File: src/pitch_glide_sine_oscillator_assert.svh
// assertion macros for the pitch glide sine oscillator
`ifndef PITCH_GLIDE_SINE_OSCILLATOR_ASSERT_SVH
`define PITCH_GLIDE_SINE_OSCILLATOR_ASSERT_SVH

`ifndef SYNTHESIS

`define PGSO_ASSERT_IMP(name, clk, rst_n, ante, cons) \
    name: assert property (@(posedge clk) disable iff (!rst_n) (ante) |-> (cons)) \
        else $error("pgso assertion failed");

`define PGSO_ASSERT_NXT(name, clk, rst_n, ante, cons) \
    name: assert property (@(posedge clk) disable iff (!rst_n) (ante) |=> (cons)) \
        else $error("pgso assertion failed");

`else

`define PGSO_ASSERT_IMP(name, clk, rst_n, ante, cons)

`define PGSO_ASSERT_NXT(name, clk, rst_n, ante, cons)

`endif

`endif

File: src/pgso_pkg.sv
package pgso_pkg;

    localparam int unsigned START_PITCH_W = 15;
    localparam int unsigned SAMPLE_W      = 16;
    localparam int unsigned RATE_W        = 18;

    localparam logic [31:0] LN2_Q32     = 32'd2977044472;
    localparam logic [31:0] HALF_PI_Q30 = 32'd1686629713;
    localparam logic [31:0] ONE_Q30     = 32'h4000_0000;
    localparam logic [31:0] RECIP_3     = 32'hAAAA_AAAB;
    localparam logic [RATE_W-1:0] RATE_MIN   = 18'd8000;
    localparam logic [RATE_W-1:0] RATE_RESET = 18'd44100;
    localparam logic [15:0] PITCH_BIAS  = 16'd2816;
    localparam logic [31:0] TONE_A4     = 32'd440;
    localparam logic [31:0] MAG_SCALE   = 32'd32767;
    localparam logic [14:0] MAG_MAX     = 15'd32767;

    // divisor of one horner step: exp uses k = 9..1, sine uses index 0..4
    function automatic logic [6:0] f_div(input logic sine, input logic [3:0] k);
        logic [6:0] d;
        d = 7'd1;
        if (sine) begin
            case (k)
                4'd0:    d = 7'd110;
                4'd1:    d = 7'd72;
                4'd2:    d = 7'd42;
                4'd3:    d = 7'd20;
                default: d = 7'd6;
            endcase
        end else begin
            d = {3'b000, k};
        end
        return d;
    endfunction

    // floor(2^32 / d), saturated for d of one
    function automatic logic [31:0] f_recip(input logic sine, input logic [3:0] k);
        logic [31:0] r;
        r = 32'hFFFF_FFFF;
        if (sine) begin
            case (k)
                4'd0:    r = 32'd39045157;
                4'd1:    r = 32'd59652323;
                4'd2:    r = 32'd102261126;
                4'd3:    r = 32'd214748364;
                default: r = 32'd715827882;
            endcase
        end else begin
            case (k)
                4'd9:    r = 32'd477218588;
                4'd8:    r = 32'd536870912;
                4'd7:    r = 32'd613566756;
                4'd6:    r = 32'd715827882;
                4'd5:    r = 32'd858993459;
                4'd4:    r = 32'd1073741824;
                4'd3:    r = 32'd1431655765;
                4'd2:    r = 32'd2147483648;
                default: r = 32'hFFFF_FFFF;
            endcase
        end
        return r;
    endfunction

endpackage

File: src/pitch_glide_sine_oscillator.sv
// pitch glide sine oscillator
// input channel: i_in_valid / o_in_stall with start pitch, end pitch, segment
// length, sample index and restart; an item is taken when valid is high and
// stall is low. each item yields exactly one signed Q1.15 sample on the
// output channel o_out_valid / i_out_stall.
// configuration: i_cfg_valid / o_cfg_ready writes the sample rate; ready is
// high whenever no item is in work.
// one shared 32x32 multiplier and one radix-2 divider do all arithmetic under
// a small sequencer, so one item is worked on at a time. the glide division
// runs 15 + INDEX_BITS steps and the rate division 56 steps; a segment of
// zero length or at or past its end skips the first.
// the next item is taken as soon as the result sits in the output register.
// reset clears the phase, sets the sample rate to 44100 and drops valid.
// a stalled result holds; the sequencer waits before writing a new one.
`include "pitch_glide_sine_oscillator_assert.svh"

module pitch_glide_sine_oscillator #(
    parameter int PHASE_BITS = 32,
    parameter int INDEX_BITS = 24
) (
    input  logic                                i_clk,
    input  logic                                i_rst_n,
    input  logic                                i_in_valid,
    output logic                                o_in_stall,
    input  logic [pgso_pkg::START_PITCH_W-1:0]  i_start_pitch,
    input  logic [pgso_pkg::START_PITCH_W-1:0]  i_end_pitch,
    input  logic [INDEX_BITS-1:0]               i_segment_length,
    input  logic [INDEX_BITS-1:0]               i_sample_index,
    input  logic                                i_restart,
    output logic                                o_out_valid,
    input  logic                                i_out_stall,
    output logic signed [pgso_pkg::SAMPLE_W-1:0] o_sample,
    input  logic                                i_cfg_valid,
    output logic                                o_cfg_ready,
    input  logic [pgso_pkg::RATE_W-1:0]         i_cfg_data
);
    import pgso_pkg::*;

    localparam int GW  = 15 + INDEX_BITS;
    localparam int DVW = (INDEX_BITS > 18) ? INDEX_BITS : 18;
    localparam int DQW = (GW > 56) ? GW : 56;
    localparam int CW  = $clog2(DQW + 1);
    localparam int SH_OFS = PHASE_BITS - 51;

    typedef enum logic [3:0] {
        S_IDLE, S_GLIDE, S_DIV, S_PITCH, S_OCT, S_Y, S_LA, S_LB, S_LC,
        S_RMUL, S_INC, S_THETA, S_T2, S_SIN, S_MAG
    } t_state;

    t_state                 r_state;
    logic [14:0]            r_start, r_end;
    logic [INDEX_BITS-1:0]  r_len, r_idx;
    logic [RATE_W-1:0]      r_rate;
    logic [PHASE_BITS-1:0]  r_phase;
    logic [DQW-1:0]         r_dq;
    logic [DVW-1:0]         r_rem, r_dvs;
    logic [CW-1:0]          r_cnt;
    logic                   r_div_rate;
    logic [14:0]            r_pitch;
    logic [3:0]             r_n;
    logic [31:0]            r_mop, r_acc, r_t, r_q0;
    logic [30:0]            r_theta;
    logic [1:0]             r_quad;
    logic                   r_sine;
    logic [3:0]             r_k;
    logic                   r_out_valid;
    logic [SAMPLE_W-1:0]    r_sample;

    logic [31:0] w_ma, w_mb;
    logic [63:0] w_prod;
    logic [15:0] w_diff;
    logic        w_neg;
    logic [14:0] w_dmag;
    logic [DVW:0] w_rem_sh;
    logic        w_ge;
    logic [RATE_W-1:0] w_rate_eff;
    logic [6:0]  w_d;
    logic [31:0] w_r, w_lrem, w_q;
    logic [55:0] w_qr;
    logic signed [7:0] w_sh, w_nsh;
    logic [63:0] w_shl;
    logic [55:0] w_shr;
    logic [PHASE_BITS-1:0] w_inc;
    logic [31:0] w_u;
    logic [30:0] w_rr;
    logic [47:0] w_mag_r;
    logic [17:0] w_mag_full;
    logic [14:0] w_mag;
    logic        w_in_acc, w_out_acc;

    assign w_in_acc  = i_in_valid && !o_in_stall;
    assign w_out_acc = r_out_valid && !i_out_stall;
    assign o_in_stall  = (r_state != S_IDLE);
    assign o_cfg_ready = (r_state == S_IDLE);
    assign o_out_valid = r_out_valid;
    assign o_sample    = r_sample;

    assign w_diff = {1'b0, r_end} - {1'b0, r_start};
    assign w_neg  = w_diff[15];
    assign w_dmag = w_neg ? 15'(-w_diff) : w_diff[14:0];
    assign w_rate_eff = (r_rate < RATE_MIN) ? RATE_MIN : r_rate;

    // divider step
    assign w_rem_sh = {r_rem, r_dq[DQW-1]};
    assign w_ge     = (w_rem_sh >= {1'b0, r_dvs});

    // horner step constants and correction
    assign w_d    = f_div(r_sine, r_k);
    assign w_r    = f_recip(r_sine, r_k);
    assign w_lrem = r_t - w_prod[31:0];
    assign w_q    = (w_lrem >= {25'd0, w_d}) ? r_q0 + 32'd1 : r_q0;

    // increment scaling by octave
    assign w_qr  = r_dq[55:0];
    assign w_sh  = $signed({4'b0000, r_n}) + 8'(SH_OFS);
    assign w_nsh = -w_sh;
    assign w_shl = {8'd0, w_qr} << w_sh[3:0];
    assign w_shr = w_qr >> w_nsh[5:0];
    assign w_inc = w_sh[7] ? w_shr[PHASE_BITS-1:0] : w_shl[PHASE_BITS-1:0];

    generate
        if (PHASE_BITS >= 32) begin : g_u_hi
            assign w_u = r_phase[PHASE_BITS-1 -: 32];
        end else begin : g_u_lo
            assign w_u = {r_phase, {(32-PHASE_BITS){1'b0}}};
        end
    endgenerate

    assign w_rr = w_u[30] ? (31'h4000_0000 - {1'b0, w_u[29:0]}) : {1'b0, w_u[29:0]};

    assign w_mag_r    = w_prod[47:0] + 48'h0000_2000_0000;
    assign w_mag_full = w_mag_r[47:30];
    assign w_mag      = (w_mag_full > {3'b000, MAG_MAX}) ? MAG_MAX : w_mag_full[14:0];

    // shared multiplier operand select
    always_comb begin
        w_ma = 32'd0;
        w_mb = 32'd0;
        case (r_state)
            S_GLIDE: begin
                w_ma = {17'd0, w_dmag};
                w_mb = 32'(r_idx);
            end
            S_OCT: begin
                w_ma = {16'd0, 1'b0, r_pitch} + {16'd0, PITCH_BIAS};
                w_mb = RECIP_3;
            end
            S_Y: begin
                w_ma = r_mop;
                w_mb = LN2_Q32;
            end
            S_LA: begin
                w_ma = r_acc;
                w_mb = r_mop;
            end
            S_LB: begin
                w_ma = r_t;
                w_mb = w_r;
            end
            S_LC: begin
                w_ma = r_q0;
                w_mb = {25'd0, w_d};
            end
            S_RMUL: begin
                w_ma = r_acc;
                w_mb = TONE_A4;
            end
            S_THETA: begin
                w_ma = {1'b0, w_rr};
                w_mb = HALF_PI_Q30;
            end
            S_T2: begin
                w_ma = {1'b0, r_theta};
                w_mb = {1'b0, r_theta};
            end
            S_SIN: begin
                w_ma = {1'b0, r_theta};
                w_mb = r_acc;
            end
            S_MAG: begin
                w_ma = r_t;
                w_mb = MAG_SCALE;
            end
            default: begin
                w_ma = 32'd0;
                w_mb = 32'd0;
            end
        endcase
    end

    assign w_prod = 64'(w_ma) * 64'(w_mb);

    always_ff @(posedge i_clk) begin
        if (!i_rst_n) begin
            r_state     <= S_IDLE;
            r_rate      <= RATE_RESET;
            r_phase     <= '0;
            r_out_valid <= 1'b0;
        end else begin
            if (w_out_acc && r_state != S_MAG) begin
                r_out_valid <= 1'b0;
            end
            if (i_cfg_valid && o_cfg_ready) begin
                r_rate <= i_cfg_data;
            end
            case (r_state)
                S_IDLE: begin
                    if (w_in_acc) begin
                        r_start <= i_start_pitch;
                        r_end   <= i_end_pitch;
                        r_len   <= i_segment_length;
                        r_idx   <= i_sample_index;
                        if (i_restart) begin
                            r_phase <= '0;
                        end
                        r_state <= S_GLIDE;
                    end
                end
                S_GLIDE: begin
                    if (r_len == '0 || r_idx >= r_len) begin
                        r_pitch <= r_end;
                        r_state <= S_OCT;
                    end else begin
                        r_dq       <= DQW'(w_prod[GW-1:0]) << (DQW - GW);
                        r_rem      <= '0;
                        r_dvs      <= DVW'(r_len);
                        r_cnt      <= CW'(GW);
                        r_div_rate <= 1'b0;
                        r_state    <= S_DIV;
                    end
                end
                S_DIV: begin
                    r_rem <= w_ge ? DVW'(w_rem_sh - {1'b0, r_dvs}) : w_rem_sh[DVW-1:0];
                    r_dq  <= {r_dq[DQW-2:0], w_ge};
                    r_cnt <= r_cnt - CW'(1);
                    if (r_cnt == CW'(1)) begin
                        r_state <= r_div_rate ? S_INC : S_PITCH;
                    end
                end
                S_PITCH: begin
                    r_pitch <= w_neg ? (r_start - r_dq[14:0]) : (r_start + r_dq[14:0]);
                    r_state <= S_OCT;
                end
                S_OCT: begin
                    r_n     <= w_prod[46:43];
                    r_mop   <= {16'd0, w_prod[42:27]};
                    r_state <= S_Y;
                end
                S_Y: begin
                    r_mop   <= {2'b00, w_prod[47:18]};
                    r_acc   <= ONE_Q30;
                    r_sine  <= 1'b0;
                    r_k     <= 4'd9;
                    r_state <= S_LA;
                end
                S_LA: begin
                    r_t     <= w_prod[61:30];
                    r_state <= S_LB;
                end
                S_LB: begin
                    r_q0    <= w_prod[63:32];
                    r_state <= S_LC;
                end
                S_LC: begin
                    r_acc <= r_sine ? (ONE_Q30 - w_q) : (ONE_Q30 + w_q);
                    if (r_sine) begin
                        if (r_k == 4'd4) begin
                            r_state <= S_SIN;
                        end else begin
                            r_k     <= r_k + 4'd1;
                            r_state <= S_LA;
                        end
                    end else begin
                        if (r_k == 4'd1) begin
                            r_state <= S_RMUL;
                        end else begin
                            r_k     <= r_k - 4'd1;
                            r_state <= S_LA;
                        end
                    end
                end
                S_RMUL: begin
                    r_dq       <= DQW'({w_prod[39:0], 16'd0}) << (DQW - 56);
                    r_rem      <= '0;
                    r_dvs      <= DVW'(w_rate_eff);
                    r_cnt      <= CW'(56);
                    r_div_rate <= 1'b1;
                    r_state    <= S_DIV;
                end
                S_INC: begin
                    r_phase <= r_phase + w_inc;
                    r_state <= S_THETA;
                end
                S_THETA: begin
                    r_quad  <= w_u[31:30];
                    r_theta <= w_prod[60:30];
                    r_state <= S_T2;
                end
                S_T2: begin
                    r_mop   <= w_prod[61:30];
                    r_acc   <= ONE_Q30;
                    r_sine  <= 1'b1;
                    r_k     <= 4'd0;
                    r_state <= S_LA;
                end
                S_SIN: begin
                    r_t     <= w_prod[61:30];
                    r_state <= S_MAG;
                end
                S_MAG: begin
                    if (!r_out_valid || !i_out_stall) begin
                        r_sample    <= r_quad[1] ? 16'(-{1'b0, w_mag}) : {1'b0, w_mag};
                        r_out_valid <= 1'b1;
                        r_state     <= S_IDLE;
                    end
                end
                default: begin
                    r_state <= S_IDLE;
                end
            endcase
        end
    end

    `PGSO_ASSERT_NXT(a_busy_after_accept, i_clk, i_rst_n, w_in_acc, o_in_stall)
    `PGSO_ASSERT_IMP(a_div_nonzero, i_clk, i_rst_n, r_state == S_DIV, r_dvs != '0)
    `PGSO_ASSERT_IMP(a_recip_close, i_clk, i_rst_n, r_state == S_LC,
        w_lrem < {24'd0, w_d, 1'b0})
    `PGSO_ASSERT_NXT(a_result_holds, i_clk, i_rst_n,
        r_out_valid && i_out_stall, $stable(o_sample) && o_out_valid)

endmodule

File: config.mk
export PLATFORM = sky130hd
export DESIGN_NAME = pitch_glide_sine_oscillator
export DESIGN_NICKNAME = d
export VERILOG_FILES = /design/src/pgso_pkg.sv /design/src/pitch_glide_sine_oscillator.sv
export VERILOG_INCLUDE_DIRS = /design/src /design/src/src
export SDC_FILE = /design/constraint.sdc
export NUM_CORES = 2
export LEC_CHECK = 0
export ABC_CLOCK_PERIOD_IN_PS = 26500
export BUFFER_PORTS_ARGS = -buffer_cell sky130_fd_sc_hd__buf_2
export CORE_UTILIZATION = 45
export CTS_BUF_LIST = sky130_fd_sc_hd__clkbuf_2 sky130_fd_sc_hd__clkbuf_4 sky130_fd_sc_hd__clkbuf_8
export CTS_CLUSTER_SIZE = 12
export DETAILED_ROUTE_END_ITERATION = 7
export GPL_TIMING_DRIVEN = 0
export PLACE_DENSITY_LB_ADDON = 0.08
export SETUP_SLACK_MARGIN = 0.5
export SYNTH_ARGS = -nofsm -noshare
export SYNTH_HDL_FRONTEND = slang
export SYNTH_SLANG_ARGS = --single-unit
File: constraint.sdc
create_clock -name i_clk -period 26.5 [get_ports i_clk]
set_input_delay 2.65 -clock i_clk [delete_from_list [all_inputs] [get_ports i_clk]]
set_output_delay 2.65 -clock i_clk [all_outputs]
set_load 0.02 [all_outputs]
# ---- Word level (Yosys, flattened, before mapping)
# Memories as Yosys holds them, arrays and structs flattened. A register that Yosys moved wholly into a read port is not among the register bits.
# Cells that the tools add are included.
dict set report totals {
  register_bits 445
  latch_bits 0
  mem_bits_rw 0
  romBits 512
  inputBits 102
  output_inout_bits 19
  memories 1
}
# memory depth word_bits read_ports rd_clocked_by_memory_dff wr line
set mem_list {}
lappend mem_list {{(name not given)} 16 32 1 1 0 pgso_pkg.sv:49} ;# case (k)
dict set report classes {
  add_sub_neg 19
  n_mul 1
  div 0
  order_cmp 5
  n_eq_ne 28
  shifts 2
  muxes 51
  bitwise_logic 0
  reduce_logical 41
}
# op n
set ops {}
lappend ops {{32-bit case mux with 11 select lines} 1}
lappend ops {{32-bit case mux with 8 select lines} 1}
lappend ops {{32-bit 2-to-1 mux} 6}
lappend ops {{56-bit case mux with 3 select lines} 1}
lappend ops {{32-bit case mux with 2 select lines} 2}
lappend ops {{30-bit case mux with 4 select lines} 1}
lappend ops {{32-bit case mux with 3 select lines} 1}
lappend ops {{15-bit 2-to-1 mux} 5}
lappend ops {{24-bit 2-to-1 mux} 3}
lappend ops {{24-bit case mux with 3 select lines} 1}
lappend ops {{32-bit by 32-bit multiplier with 64-bit output} 1}
lappend ops {{56-bit 2-to-1 mux} 1}
lappend ops {{4-bit case mux with 14 select lines} 1}
lappend ops {{56-bit by 4-bit left shift with 32-bit output} 1}
lappend ops {{56-bit by 6-bit right shift with 32-bit output} 1}
lappend ops {{48-bit by 30-bit adder with 48-bit output, second input constant} 1}
lappend ops {{24-bit case mux with 2 select lines} 1}
lappend ops {{4-bit 2-to-1 mux} 11}
lappend ops {{31-bit by 32-bit adder with 32-bit output, first input constant} 1}
lappend ops {{32-bit by 1-bit adder with 32-bit output, second input constant} 1}
lappend ops {{32-bit adder} 1}
lappend ops {{32-bit by 7-bit >= comparator with 1-bit output} 1}
lappend ops {{31-bit by 32-bit subtractor with 32-bit output, first input constant} 1}
lappend ops {{32-bit subtractor} 1}
lappend ops {{other kinds (49)} 101}

# ---- Logic depth before layout (Yosys ltp)
dict set report logic_depth {
  depth_word 11
  ltp_mapped 66
  mapped_depth_nobuf 60
}

# ---- Worst setup path after synthesis
# No wires, ideal clock.
dict set report synth_timing {
  kind {flip-flop to flip-flop}
  from {register r_end[0]}
  to {register r_acc[22], data pin}
  setup_ns 0.266
  t_arrival_ns 14.406
  slack_ns 11.828
  stages_incl_launch_ff 61
  period_less_slack_ns 14.672
  path_cell_list {edfxtp_1 inv_1 ha_1 inv_1 fa_1 a21o_1 a21oi_1 o21ai_0 a21oi_1 o21ai_0 a21oi_1 nor2b_1 o21a_1 or4_1 a31o_2 a21oi_1 xor2_1 xnor2_1 [25 not listed] a21oi_1 o21ai_0 or4_1 nor4_1 nand4_1 nor4_4 nand3_1 buf_4 buf_6 clkbuf_1 mux2i_1 ha_1 nand3_1 mux2_2 a2111o_1 o31ai_1 xor2_1 nor2_1}
}
dict set report synth_between {
  elab_chain_cells 11
  word_cells_on_any_way 12
  classes_between {add/sub (5); mul (1); order compare (1); mux (5)}
}
# element line
set synth_lines {}
lappend synth_lines {{start, declared} pitch_glide_sine_oscillator.sv:51} ;# logic [14:0] r_start, r_end;
lappend synth_lines {{start signal, assigned} pitch_glide_sine_oscillator.sv:210} ;# r_end <= i_end_pitch;
lappend synth_lines {{15-bit by 15-bit subtractor with 16-bit output *} pitch_glide_sine_oscillator.sv:98} ;# assign w_diff = {1'b0, r_end} - {1'b0, r_start};
lappend synth_lines {{15-bit negation} pitch_glide_sine_oscillator.sv:100} ;# assign w_dmag = w_neg ? 15'(-w_diff) : w_diff[14:0];
lappend synth_lines {{15-bit 2-to-1 mux *} pitch_glide_sine_oscillator.sv:100}
lappend synth_lines {{32-bit case mux with 8 select lines *} pitch_glide_sine_oscillator.sv:139} ;# case (r_state)
lappend synth_lines {{32-bit by 32-bit multiplier with 64-bit output *} pitch_glide_sine_oscillator.sv:191} ;# assign w_prod = 64'(w_ma) * 64'(w_mb);
lappend synth_lines {{32-bit subtractor *} pitch_glide_sine_oscillator.sv:110} ;# assign w_lrem = r_t - w_prod[31:0];
lappend synth_lines {{32-bit by 7-bit >= comparator with 1-bit output *} pitch_glide_sine_oscillator.sv:111} ;# assign w_q = (w_lrem >= {25'd0, w_d}) ? r_q0 + 32'd1 : r_q0;
lappend synth_lines {{32-bit 2-to-1 mux *} pitch_glide_sine_oscillator.sv:111}
lappend synth_lines {{31-bit by 32-bit adder with 32-bit output / 31-bit by 32-bit subtractor with 32-bit output (equally long branches)} pitch_glide_sine_oscillator.sv:265} ;# r_acc <= r_sine ? (ONE_Q30 - w_q) : (ONE_Q30 + w_q);
lappend synth_lines {{32-bit 2-to-1 mux *} pitch_glide_sine_oscillator.sv:265}
lappend synth_lines {{32-bit case mux with 2 select lines *} pitch_glide_sine_oscillator.sv:206} ;# case (r_state)
lappend synth_lines {{end signal, assigned} pitch_glide_sine_oscillator.sv:265}
lappend synth_lines {{end, declared} pitch_glide_sine_oscillator.sv:61} ;# logic [31:0] r_mop, r_acc, r_t, r_q0;
# Mark *: on every way between the ends. The rest lies on a longest branch, timed or not.
# A chain may end at the register's enable or synchronous reset.

# ---- Final worst setup path
dict set report layout_timing {
  from {register r_state[2]}
  to {register r_acc[26], data pin}
}
dict set report layout_between {
  elab_chain_cells 10
  word_cells_on_any_way 25
  classes_between {add/sub (3); mul (1); order compare (1); eq/ne (11); mux (5); reduce/logical (4)}
}
# element line
set layout_lines {}
lappend layout_lines {{start, declared} pitch_glide_sine_oscillator.sv:50} ;# t_state r_state;
lappend layout_lines {{start signal, assigned} pitch_glide_sine_oscillator.sv:237} ;# r_state <= r_div_rate ? S_INC : S_PITCH;
lappend layout_lines {{4-bit == test (tied with other cells)} pitch_glide_sine_oscillator.sv:139}
lappend layout_lines {{2-bit OR reduction (no line)} n/a}
lappend layout_lines {{32-bit case mux with 8 select lines} pitch_glide_sine_oscillator.sv:139}
lappend layout_lines {{32-bit by 32-bit multiplier with 64-bit output} pitch_glide_sine_oscillator.sv:191}
lappend layout_lines {{32-bit subtractor} pitch_glide_sine_oscillator.sv:110}
lappend layout_lines {{32-bit by 7-bit >= comparator with 1-bit output} pitch_glide_sine_oscillator.sv:111}
lappend layout_lines {{32-bit 2-to-1 mux} pitch_glide_sine_oscillator.sv:111}
lappend layout_lines {{31-bit by 32-bit adder with 32-bit output / 31-bit by 32-bit subtractor with 32-bit output (equally long branches)} pitch_glide_sine_oscillator.sv:265}
lappend layout_lines {{32-bit 2-to-1 mux} pitch_glide_sine_oscillator.sv:265}
lappend layout_lines {{32-bit case mux with 2 select lines *} pitch_glide_sine_oscillator.sv:206}
# Marks and branches as above.

==> results by group <==
Run status
  • Status: finished with violations
  • Violated checks: design-rule violations, max-capacitance violations, max-slew violations

CTS
  • CTS buffer count: 78
  • Worst-Skew Late Latency: 0.81 ns
  • Hold-fix buffers, CTS: 0
  • Max clock buf depth: 3
  • CTS tree: yes
  • Clk pin slew, worst setup/hold paths: 0.06 ns
  • Setup Fix Bufs, Post-CTS: 0
  • CTS H-tree depth: 3
  • CTS root buf: clkbuf_8
  • Post-cts resize count: 0
  • CTS sink cnt: ~460

Timing
  • Final period util: 0.791
  • Relative slew slack: -0.0140
  • Worst slew pin tran: 1.52 ns
  • Setup TNS: 0 ns
  • Max Freq: 47.7 MHz
  • Final hold vios: 0
  • Clock Skews: 0.0708 ns
  • Slew Viols, Final: 13
  • Final Setup Violations: 0
  • Crit path time final: 20.97 ns
  • RSZ-0062 raised after global routing: no

Yosys
  • Avg Cell Area, Syn: 8.96 µm²
  • Number of flops mapped to enable cells by yosys: 389
  • Synth warnings: 0
  • Ys flop type: edfxtp_1
  • Area leader, netlist: fa_1
  • Synth Net Count: 8658
  • Distinct cells, synth: 102
  • Async set-reset flop share out of synthesis: 0
  • Share of the synthesized area in the top cell type: 0.279
  • Cells after Synth: around 7200
  • #FFs+latches synth: between 400 and 500
  • Seq/Total Area, Yosys: 0.202
  • Area of the mapped netlist: 64700 µm²
  • Most area-consuming cells after synthesis: fa_1 (28%), edfxtp_1 (18%), ha_1 (8.3%)

Floorplan
  • Die Area: around 150000 µm²
  • Placeable Area: 142000 µm²
  • Ports: 121
  • # rows: 138
  • Initial Utilization: 0.456
  • Die Height: 381 µm
  • Die Width: around 380 µm

Placed design
  • Port bufs: 120
  • Dpl cells: 9270
  • Post-DP HPWL: 249000 µm
  • Final Wtd Congestion: between 1 and 1.5

Route
  • DR DRC count: 2
  • 1st-iter DRT viols: 8062
  • DRT Wirelength: ~300000 µm
  • Vias per inst: 6.15
  • Routed Antenna Nets: 0
  • Via count: 58000
  • DR WL/cell: 31.9 µm
  • First-pass DRT Iterations: 8

Final layout
  • Area Growth Syn to Fin: 8.21%
  • Layout cells sized above 1: 0.0566
  • Register area: 13100 µm²
  • Final net count: 8896
  • Fillers: 13900
  • Area of the multi-input gates: 46300 µm²
  • Post-Layout Cell Count: 9431

Global routing
  • Total GRT Usage: 0.411
  • First-pass GRT wire length: 420000 µm
  • Initial antenna violation count: 29
  • Largest net degree at the start of global routing: 49
  • Vias in the first global route: 55800
  • Gr ovfl total: 0

Worst hold path
  • WHS Path Cells: 2
  • Type of the worst min-delay path: reg -> reg

Critical path
  • Most common cell on crit path: fa_1
  • Critical Path AT: 21.51 ns
  • Worst-path cell with the longest stage delay: xnor2_1
  • Worst Path Required: between 20 and 30 ns
  • Largest stage delay, worst path: 1.14 ns
  • CP Class: reg -> reg
  • Critical-path maximum fanout: 10
  • Worst R2R Path Depth: 52
  • Setup crit start kind: register
  • Worst Setup End Kind: register

Flow run
  • Max Cap Viol: 5
## layer usage
layer,track usage,routed length (µm)
met5,0.0119,508
met2,0.574,121000
met1,0.587,125000
met4,0.166,14400
met3,0.127,39200
## stage by stage
| step | area (µm²) | setup WS [ns] | utilization | hold slack (ns) |
|---|---|---|---|---|
| after floorplan | 64700 | 11.83 | - | 0.408 |
| after global routing | 70000 | 5.61 | 0.493 | 0.491 |
| final | 70100 | 5.53 | 0.493 | 0.472 |
| after detailed placement | 68300 | 6.40 | 0.481 | 0.461 |
| after global placement | 67700 | 5.27 | 0.477 | 0.455 |
| after CTS | 70000 | 6.40 | 0.493 | 0.470 |
## cells by family (layout without fill, tap and decap cells)
family | Yosys count | count (layout) | synth area share
xor gates and xnor gates | 270 | 270 | 0.0365
other | 0 | 20 | 0
adders and majority gates | 1333 | 1333 | 0.362
buffers and inverters | 1481 | 1779 | 0.0861
DFF | 459 | 459 | 0.202
muxes | 112 | 112 | 0.0277
AOI/OAI and AO/OA | 1183 | 1183 | 0.123
and+or+nand+nor | 2385 | 2385 | 0.163
## sequential cells by signal (all words and copies together) (netlist names), 31 cells and up, named ones only
name	count
r_acc	32
r_t	32
r_dq	56
r_phase	32
r_q0	32
r_mop	32
r_theta	31
## cells in the mapped netlist, types with 66 or more instances
cell         n
a21o_1      93
a21oi_1    276
a22oi_1    129
and2_1      77
and3_1      66
clkbuf_1   351
dfxtp_1     70
edfxtp_1   389
fa_1       901
ha_1       432
inv_1     1087
nand2_1   1014
nand3_1    131
nor2_1     708
nor3_1      84
o21ai_0    222
xnor2_1    148
xor2_1     122
## layout make-up
| cell class | count | share of cell area |
|---|---|---|
| Clock buffer | 109 | 0.0194 |
| Tap cell | 1890 | 0.0338 |
| Clock inverter | 31 | 0.00484 |
| Sequential cell | 459 | 0.187 |
| Antenna cell | 20 | 0.000714 |
| Multi-Input combinational cell | 5283 | 0.660 |
| Timing Repair Buffer | 158 | 0.0148 |
| Inverter | 1089 | 0.0583 |
| Buffer | 392 | 0.0213 |
## layout by cell type, fill, tap and decap left out, types with 65 or more instances in the layout
master,netlist,routed
xnor2_1,148,146
edfxtp_1,389,389
and3_1,66,65
and2_1,77,77
a21oi_1,276,275
clkbuf_1,351,350
a22oi_1,129,129
xor2_1,122,121
clkbuf_8,0,86
o21ai_0,222,222
inv_1,1087,1087
nand3_1,131,131
a21o_1,93,93
ha_1,432,432
dfxtp_1,70,70
nor3_1,84,82
nor2_1,708,704
fa_1,901,901
buf_2,3,125
nand2_1,1014,1014
## final timing paths
check | endpoint | slack [ns] | from
max | r_acc[26]$_SDFFCE_PN0P_ | 5.53 | r_state[2]$_SDFFE_PN0P_
min | r_rate[5]$_SDFFE_PN0P_ | 0.47 | r_rate[5]$_SDFFE_PN0P_
min reg2reg | r_rate[5]$_SDFFE_PN0P_ | 0.47 | r_rate[5]$_SDFFE_PN0P_
max reg2reg | r_acc[26]$_SDFFCE_PN0P_ | 5.53 | r_state[2]$_SDFFE_PN0P_
## critical path, delay by kind of cell, from the launching register on
kind                       cells  cell delay [ns]
AOI/OAI and AO/OA              9             3.15
xor gates and xnor gates       3             1.67
adders and majority gates     11             5.41
buffers and inverters         14             4.18
DFF                            1             0.38
muxes                          1             0.39
and+or+nand+nor               14             5.48
Power is left out: the tool's default activity adds up to more than one toggle a clock period on the data nets, which glitch-free logic cannot reach.
